File: src/rtl/mrsp_pkg.sv
// ----------------------------------------------------------------------------
// MIDI running status parser package
// Shared types, byte codes and the event kind enumeration.
// ----------------------------------------------------------------------------
package mrsp_pkg;

  localparam logic [7:0] RealtimeFirst = 8'hF8;
  localparam logic [7:0] SongPosition  = 8'hF2;
  localparam logic [7:0] SongSelect    = 8'hF3;
  localparam logic [7:0] NoStatus      = 8'h00;

  localparam logic [3:0] HiNoteOff  = 4'h8;
  localparam logic [3:0] HiNoteOn   = 4'h9;
  localparam logic [3:0] HiPolyAt   = 4'hA;
  localparam logic [3:0] HiControl  = 4'hB;
  localparam logic [3:0] HiProgram  = 4'hC;
  localparam logic [3:0] HiChanAt   = 4'hD;
  localparam logic [3:0] HiPitch    = 4'hE;
  localparam logic [3:0] HiSystem   = 4'hF;

  localparam int unsigned InDataW  = 8;
  localparam int unsigned OutDataW = 32;

  typedef enum logic [2:0] {
    KIND_NOTE_OFF = 3'd0,
    KIND_NOTE_ON  = 3'd1,
    KIND_POLY_AT  = 3'd2,
    KIND_CC       = 3'd3,
    KIND_PROGRAM  = 3'd4,
    KIND_CHAN_AT  = 3'd5,
    KIND_PITCH    = 3'd6,
    KIND_REALTIME = 3'd7
  } event_kind_e;

  typedef struct packed {
    logic [7:0] status_byte;
    logic       awaiting_last_byte;
    logic [6:0] held_first_data;
  } parse_state_t;

  typedef struct packed {
    event_kind_e event_kind;
    logic [3:0]  channel;
    logic [6:0]  data_first;
    logic [6:0]  data_second;
    logic [7:0]  realtime_byte;
  } midi_event_t;

endpackage

File: src/rtl/mrsp_decode.sv
// ----------------------------------------------------------------------------
// MIDI running status decoder
// Combinational next state and event for one received byte.
// ----------------------------------------------------------------------------
module mrsp_decode (
  input  logic [7:0]            midi_byte_i,
  input  mrsp_pkg::parse_state_t state_i,
  output mrsp_pkg::parse_state_t state_o,
  output logic                  event_valid_o,
  output mrsp_pkg::midi_event_t event_o
);
  import mrsp_pkg::*;

  logic [6:0] data;
  logic [3:0] hi;
  logic [3:0] chan;

  assign data = midi_byte_i[6:0];
  assign hi   = state_i.status_byte[7:4];
  assign chan = state_i.status_byte[3:0];

  always_comb begin
    state_o       = state_i;
    event_valid_o = 1'b0;
    event_o       = '{event_kind: KIND_NOTE_OFF, channel: chan,
                      data_first: state_i.held_first_data, data_second: data,
                      realtime_byte: 8'h00};
    if (midi_byte_i >= RealtimeFirst) begin
      event_valid_o = 1'b1;
      event_o       = '{event_kind: KIND_REALTIME, channel: 4'h0, data_first: 7'h00,
                        data_second: 7'h00, realtime_byte: midi_byte_i};
    end else if (midi_byte_i[7]) begin
      state_o.status_byte        = midi_byte_i;
      state_o.awaiting_last_byte = 1'b0;
    end else if (state_i.awaiting_last_byte) begin
      state_o.awaiting_last_byte = 1'b0;
      unique case (hi)
        HiNoteOff: begin
          event_valid_o    = 1'b1;
          event_o.event_kind = KIND_NOTE_OFF;
        end
        HiNoteOn: begin
          event_valid_o    = 1'b1;
          event_o.event_kind = (data == 7'h00) ? KIND_NOTE_OFF : KIND_NOTE_ON;
        end
        HiPolyAt: begin
          event_valid_o    = 1'b1;
          event_o.event_kind = KIND_POLY_AT;
        end
        HiControl: begin
          event_valid_o    = 1'b1;
          event_o.event_kind = KIND_CC;
        end
        HiPitch: begin
          event_valid_o    = 1'b1;
          event_o.event_kind = KIND_PITCH;
        end
        default: begin
          event_valid_o = 1'b0;
        end
      endcase
    end else if (state_i.status_byte != NoStatus) begin
      unique case (hi) inside
        HiNoteOff, HiNoteOn, HiPolyAt, HiControl, HiPitch: begin
          state_o.awaiting_last_byte = 1'b1;
          state_o.held_first_data    = data;
        end
        HiProgram, HiChanAt: begin
          state_o.held_first_data = data;
          event_valid_o           = 1'b1;
          event_o.event_kind      = (hi == HiProgram) ? KIND_PROGRAM : KIND_CHAN_AT;
          event_o.data_first      = data;
          event_o.data_second     = 7'h00;
        end
        default: begin
          if (state_i.status_byte == SongPosition) begin
            state_o.awaiting_last_byte = 1'b1;
            state_o.held_first_data    = data;
          end else if (state_i.status_byte == SongSelect) begin
            state_o.held_first_data = data;
          end
          state_o.status_byte = NoStatus;
        end
      endcase
    end
  end

endmodule

File: src/rtl/mrsp_out_reg.sv
// ----------------------------------------------------------------------------
// MIDI running status output register
// Result register that holds one event until the master side takes it.
// ----------------------------------------------------------------------------
module mrsp_out_reg (
  input  logic                  clk_i,
  input  logic                  rst_ni,
  input  logic                  load_i,
  input  mrsp_pkg::midi_event_t event_i,
  output logic                  free_o,
  output logic                  valid_o,
  input  logic                  ready_i,
  output mrsp_pkg::midi_event_t event_o
);
  import mrsp_pkg::*;

  logic        valid_q, valid_d;
  midi_event_t event_q;

  assign free_o  = !valid_q || ready_i;
  assign valid_d = load_i || (valid_q && !ready_i);

  always_ff @(posedge clk_i or negedge rst_ni) begin
    if (!rst_ni) begin
      valid_q <= 1'b0;
    end else begin
      valid_q <= valid_d;
    end
  end

  always_ff @(posedge clk_i) begin
    if (load_i) begin
      event_q <= event_i;
    end
  end

  assign valid_o = valid_q;
  assign event_o = event_q;

endmodule

File: src/rtl/midi_running_status_parser_unit.sv
// ----------------------------------------------------------------------------
// MIDI running status parser unit
// Receive-side MIDI 1.0 parser that turns a byte stream into channel and
// real-time events.
// ----------------------------------------------------------------------------
// Each received byte is taken into an input register and decoded from it against
// the running status; a resulting event then sits in the output register until
// taken. The block accepts one byte every cycle while the master side keeps up,
// and an event that a byte completes passes from the input register to the
// output register on its way to the master side.
// Bytes that complete no message leave nothing on the output.
module midi_running_status_parser_unit (
  input  logic                          clk_i,
  input  logic                          rst_ni,
  input  logic                          s_axis_tvalid_i,
  output logic                          s_axis_tready_o,
  // tdata: midi_byte[7:0]
  input  logic [mrsp_pkg::InDataW-1:0]  s_axis_tdata_i,
  output logic                          m_axis_tvalid_o,
  input  logic                          m_axis_tready_i,
  // tdata: channel[3:0], data_first[10:4], data_second[17:11],
  // realtime_byte[25:18], zero[31:26]
  output logic [mrsp_pkg::OutDataW-1:0] m_axis_tdata_o,
  // tuser: event_kind[2:0]
  output logic [2:0]                    m_axis_tuser_o
);
  import mrsp_pkg::*;

  logic         in_valid_q, in_valid_d;
  logic [7:0]   in_byte_q;
  parse_state_t state_q, state_d;
  logic         event_valid;
  midi_event_t  event_next;
  midi_event_t  event_out;
  logic         out_free;
  logic         advance;

  mrsp_decode u_decode (
    .midi_byte_i   (in_byte_q),
    .state_i       (state_q),
    .state_o       (state_d),
    .event_valid_o (event_valid),
    .event_o       (event_next)
  );

  mrsp_out_reg u_out_reg (
    .clk_i   (clk_i),
    .rst_ni  (rst_ni),
    .load_i  (advance && event_valid),
    .event_i (event_next),
    .free_o  (out_free),
    .valid_o (m_axis_tvalid_o),
    .ready_i (m_axis_tready_i),
    .event_o (event_out)
  );

  assign advance         = in_valid_q && (!event_valid || out_free);
  assign s_axis_tready_o = !in_valid_q || advance;
  assign in_valid_d      = (s_axis_tvalid_i && s_axis_tready_o) || (in_valid_q && !advance);

  always_ff @(posedge clk_i or negedge rst_ni) begin
    if (!rst_ni) begin
      in_valid_q <= 1'b0;
      state_q    <= '0;
    end else begin
      in_valid_q <= in_valid_d;
      if (advance) begin
        state_q <= state_d;
      end
    end
  end

  always_ff @(posedge clk_i) begin
    if (s_axis_tvalid_i && s_axis_tready_o) begin
      in_byte_q <= s_axis_tdata_i;
    end
  end

  assign m_axis_tuser_o = event_out.event_kind;
  assign m_axis_tdata_o = {6'b0, event_out.realtime_byte, event_out.data_second,
                           event_out.data_first, event_out.channel};

  a_rt_fields : assert property (@(posedge clk_i) disable iff (!rst_ni)
    (m_axis_tvalid_o && m_axis_tuser_o == KIND_REALTIME) |->
      (m_axis_tdata_o[17:0] == 18'h0 && m_axis_tdata_o[25:21] == 5'h1F))
    else $error("real-time event with bad fields");

  a_chan_no_rt : assert property (@(posedge clk_i) disable iff (!rst_ni)
    (m_axis_tvalid_o && m_axis_tuser_o != KIND_REALTIME) |->
      (m_axis_tdata_o[25:18] == 8'h00))
    else $error("channel event carries a real-time byte");

  a_status_form : assert property (@(posedge clk_i) disable iff (!rst_ni)
    (state_q.status_byte == NoStatus) ||
    (state_q.status_byte[7] && state_q.status_byte < RealtimeFirst))
    else $error("running status holds a data or real-time byte");

  a_await_kind : assert property (@(posedge clk_i) disable iff (!rst_ni)
    state_q.awaiting_last_byte |->
      (state_q.status_byte == NoStatus ||
       state_q.status_byte[7:4] == HiNoteOff ||
       state_q.status_byte[7:4] == HiNoteOn ||
       state_q.status_byte[7:4] == HiPolyAt ||
       state_q.status_byte[7:4] == HiControl ||
       state_q.status_byte[7:4] == HiPitch))
    else $error("second data byte awaited for a one-byte status");

endmodule
File: config.mk
export PLATFORM = sky130hd
export DESIGN_NAME = midi_running_status_parser_unit
export DESIGN_NICKNAME = d
export VERILOG_FILES = /design/src/rtl/mrsp_pkg.sv /design/src/rtl/mrsp_decode.sv /design/src/rtl/mrsp_out_reg.sv /design/src/rtl/midi_running_status_parser_unit.sv
export SDC_FILE = /design/constraint.sdc
export NUM_CORES = 1
export LEC_CHECK = 0
export ABC_CLOCK_PERIOD_IN_PS = 2950
export BUFFER_PORTS_ARGS = -buffer_cell sky130_fd_sc_hd__buf_4
export CAP_MARGIN = 25
export CORE_ASPECT_RATIO = 1.4
export CORE_MARGIN = 2
export CORE_UTILIZATION = 55
export CTS_CLUSTER_DIAMETER = 30
export CTS_CLUSTER_SIZE = 10
export DETAILED_ROUTE_END_ITERATION = 12
export PLACE_DENSITY = 0.83
export REMOVE_ABC_BUFFERS = 1
export SLEW_MARGIN = 20
export SYNTH_ARGS = -nofsm -noshare
export SYNTH_HDL_FRONTEND = slang
export SYNTH_HIERARCHICAL = 1
export SYNTH_SLANG_ARGS = --single-unit
export TNS_END_PERCENT = 1
File: constraint.sdc
create_clock -name clk_i -period 2.95 [get_ports clk_i]
set_input_delay 0.59 -clock clk_i [delete_from_list [all_inputs] [get_ports clk_i]]
set_output_delay 0.59 -clock clk_i [all_outputs]
set_load 0.01 [all_outputs]
==> reports/metrics.csv <==
stage,metric,value,unit
outcome,status,"finished, final reports clean",
global_route,grt_use_total,0.183,
route,drt-total-wl,4.52,mm
setup_path,worst-path-buf-inv,1,
sta,hold_viol_final,0,
synthesis,yosys-top-cells-count,"edfxtp_1 (37), dfrtp_1 (18), o21ai_0 (15)",
place,dpl_worst_slack,0.469,ns
place,numPortBuffers,42,
sta,relSlewSlack,0.549,
synthesis,synthSimpleGateAreaFrac,0.145,
synthesis,synth_cells,203,
sta,rsz0062_at_grt,false,
synthesis,synthAdderAreaFrac,0,
clock_network,hold_buffers,0,
global_route,grt_max_degree,31,
sta,setup_viol,0,
synthesis,synth-xor-area-share,0,
setup_path,critical_path_class,flop to primary output,
route,drtAntennaViolNets,0,
clock_network,clock-root-buffer,clkbuf_8,
global_route,grt_pass1_wl,7.54,mm
synthesis,synth_largest_area_cell,edfxtp_1,
sta,period_share,0.889,
clock_network,clock-sinks,55,
synthesis,netlist.area_leader.share,0.424,
die,core.rowCount,29,
setup_path,startpoint_type,flop,
setup_path,end_kind,primary output,
die,initial_core_util,0.574,
synthesis,synth-edff-count,37,
clock_network,clkTransAtPathRegs,0.09,ns
route,post_drt_wl_per_cell,14.7,µm
pwr,p_int,1.59,mW
setup_path,crit_chain,"and4_1, nand2_4, o21ai_0, nand3b_1, buf_4",
clock_network,cts_made_buffers,5,
sta,tightestPinTransition,0.674,ns
synthesis,synth_mux_area_frac,0.113,
pwr,p_sw,0.714,mW
sta,finalCriticalPeriod,2.62,ns
synthesis,yosysSeqAreaShare,0.595,
route,vias_per_cell,5.55,
finish,drive_above_1_share,0.343,
setup_path,required,2.36,ns
route,drtIter0Drc,74,
finish,antenna_cells,0,
synthesis,synth_area_leaders,"edfxtp_1 (42%), dfrtp_1 (17%), mux2_4 (5.7%)",
die,die_x,62.4,µm
synthesis,synth_compound_area_frac,0.0911,
synthesis,yosys_most_used_dff,edfxtp_1,
die,io_pins,49,
route,drc_errors,0,
synthesis,yosysMostFrequentCell,edfxtp_1,
clock_network,cts-resized-gates,0,
synthesis,ys_types,43,
pwr,clkPwrFrac,0.167,
finish,layout.nets,256,
synthesis,avgSynthCellArea,12.9,µm²
pwr,switching_share,0.310,
clock_network,ctsLongestPathBuffers,2,
setup_path,cp.arrival,2.03,ns
route,route.vias.total,1704,
synthesis,yosysWarnings,6,
finish,fillerInstances,366,
pwr,power_density,760,nW/µm²
global_route,grt_pass1_vias,1551,
sta,final.setup.worst_slack,0.326,ns
clock_network,clkLatencyLatePin,0.30,ns
pwr,comb_power_share,0.311,
place,place.gp.congestion,0.899,
setup_path,path_max_fanout,19,
pwr,power.leakage,1.25,nW
run,cap_violations,0,
die,core,4570,µm²
sta,finClkSkew,0.00470,ns
setup_path,path_delay_family,simple AND/OR/NAND/NOR gates,
clock_network,cts_tree,yes,
route,dr.pass1.iters,4,
synthesis,synth_seq_cells,55,
clock_network,post_cts_buffers,0,
global_route,overflow,0,
finish,areaGrowthSynthToFinish,15.4,%
min_path,hold_class,input pin to async pin,
clock_network,h-tree-depth,2,
place,dpl.hpwl,3.16,mm
global_route,antenna_found_initial,0,
die,die_y,85.7,µm
synthesis,async_reset_ff_frac,0.327,
setup_path,cp_slowest_stage_delay,0.50,ns
pwr,p_seq_frac,0.522,
sta,drv_slew,0,
sta,max_freq,381,MHz
sta,tns,0,ns
pwr,vdd_ir_drop_max,0.407,mV
die,dieArea,5340,µm²
synthesis,synth_area,2620,µm²
synthesis,synth_top_family_by_area,simple AND/OR/NAND/NOR gates,
setup_path,slowest_stage,edfxtp_1,
[stage by stage]
stage               instance area (µm²)  hold WS [ns]  total power, mW  instances  utilization
finish                             3030         0.146             2.30        307        0.662
global route                       3030         0.147             2.44        307        0.662
CTS                                3030         0.144             2.30        307        0.662
detailed placement                 2940         0.475             1.92        299        0.643
global placement                   2940         0.471             1.91        299        0.643
floorplan                          2530         0.294             1.69        193            -
[final timing paths]
kind,start,end,slack (ns),depth (start not counted)
max,in_byte_q[5],s_axis_tready_o,0.33,5
min,rst_ni,u_out_reg/valid_o,0.15,1
max reg2reg,in_byte_q[5],state_q[6],0.41,6
min reg2reg,state_q[6],state_q[6],0.55,1
max in group asynchronous,rst_ni,state_q[2],2.60,1
min in group clk_i,s_axis_tdata_i[0],in_byte_q[0],0.46,1
[cells by family after synthesis]
family                 after synthesis
AND/OR/NAND/NOR                     62
flip-flops                          55
AO/OA/AOI/OAI                       38
buffers and inverters               24
multiplexers                        23
other                                1
[per-layer routing]
| layer | share of wire | wire [µm] | global-route usage | up-vias |
|---|---|---|---|---|
| met5 | 0 | 0 | 0 | - |
| met3 | 0.059 | 267 | 0.0315 | 7 |
| met4 | 0.024 | 110 | 0.0909 | 0 |
| li1 | - | - | - | 821 |
| met2 | 0.50 | 2270 | 0.304 | 74 |
| met1 | 0.41 | 1870 | 0.233 | 802 |
[area by class of cell]
class,count,area [µm²],area share
multi-input combinational,129,938,0.310
tap,62,77.6,0.0256
timing repair buffer,44,330,0.109
clock inverter,1,7.51,0.00248
clock buffer,7,76.3,0.0252
sequential,55,1560,0.516
inverter,9,33.8,0.0112
[power by group through the flow]
stage	registers, mW	clock network (mW)	logic [mW]
floorplan	1.20	0	0.493
detailed placement	1.21	0	0.711
global route	1.23	0.423	0.784
finish	1.20	0.385	0.714
global placement	1.20	0	0.702
CTS	1.19	0.396	0.715
[worst reg2reg max path, delay by kind of cell (launching register included)]
kind	cells	cell delay (ns)
AOI/OAI and AO/OA	2	0.76
and+or+nand+nor	2	0.67
DFF	1	0.50
muxes	1	0.41
buffers and inverters	1	0.09
[cells in the final DEF (no fill, tap or decap), types with 4 or more instances in the layout]
master | Yosys | layout
a21oi_1 | 12 | 12
and2_1 | 5 | 5
and3_1 | 10 | 10
buf_4 | 6 | 44
clkbuf_8 | 0 | 5
conb_1 | 1 | 6
dfrtp_1 | 18 | 18
edfxtp_1 | 37 | 37
inv_1 | 7 | 7
mux2_2 | 13 | 13
mux2_4 | 10 | 10
nand2_1 | 6 | 6
nand3_1 | 14 | 14
nor2_1 | 4 | 4
nor3_1 | 4 | 4
o21ai_0 | 15 | 15
[registers in the layout, summed over array words and instances (netlist names)]
| name | count |
|---|---|
| state_q | 16 |
| u_out_reg/valid_o | 1 |
| in_valid_q | 1 |
| u_out_reg/event_o | 29 |
| in_byte_q | 8 |
(Power assumes the default switching activity.)
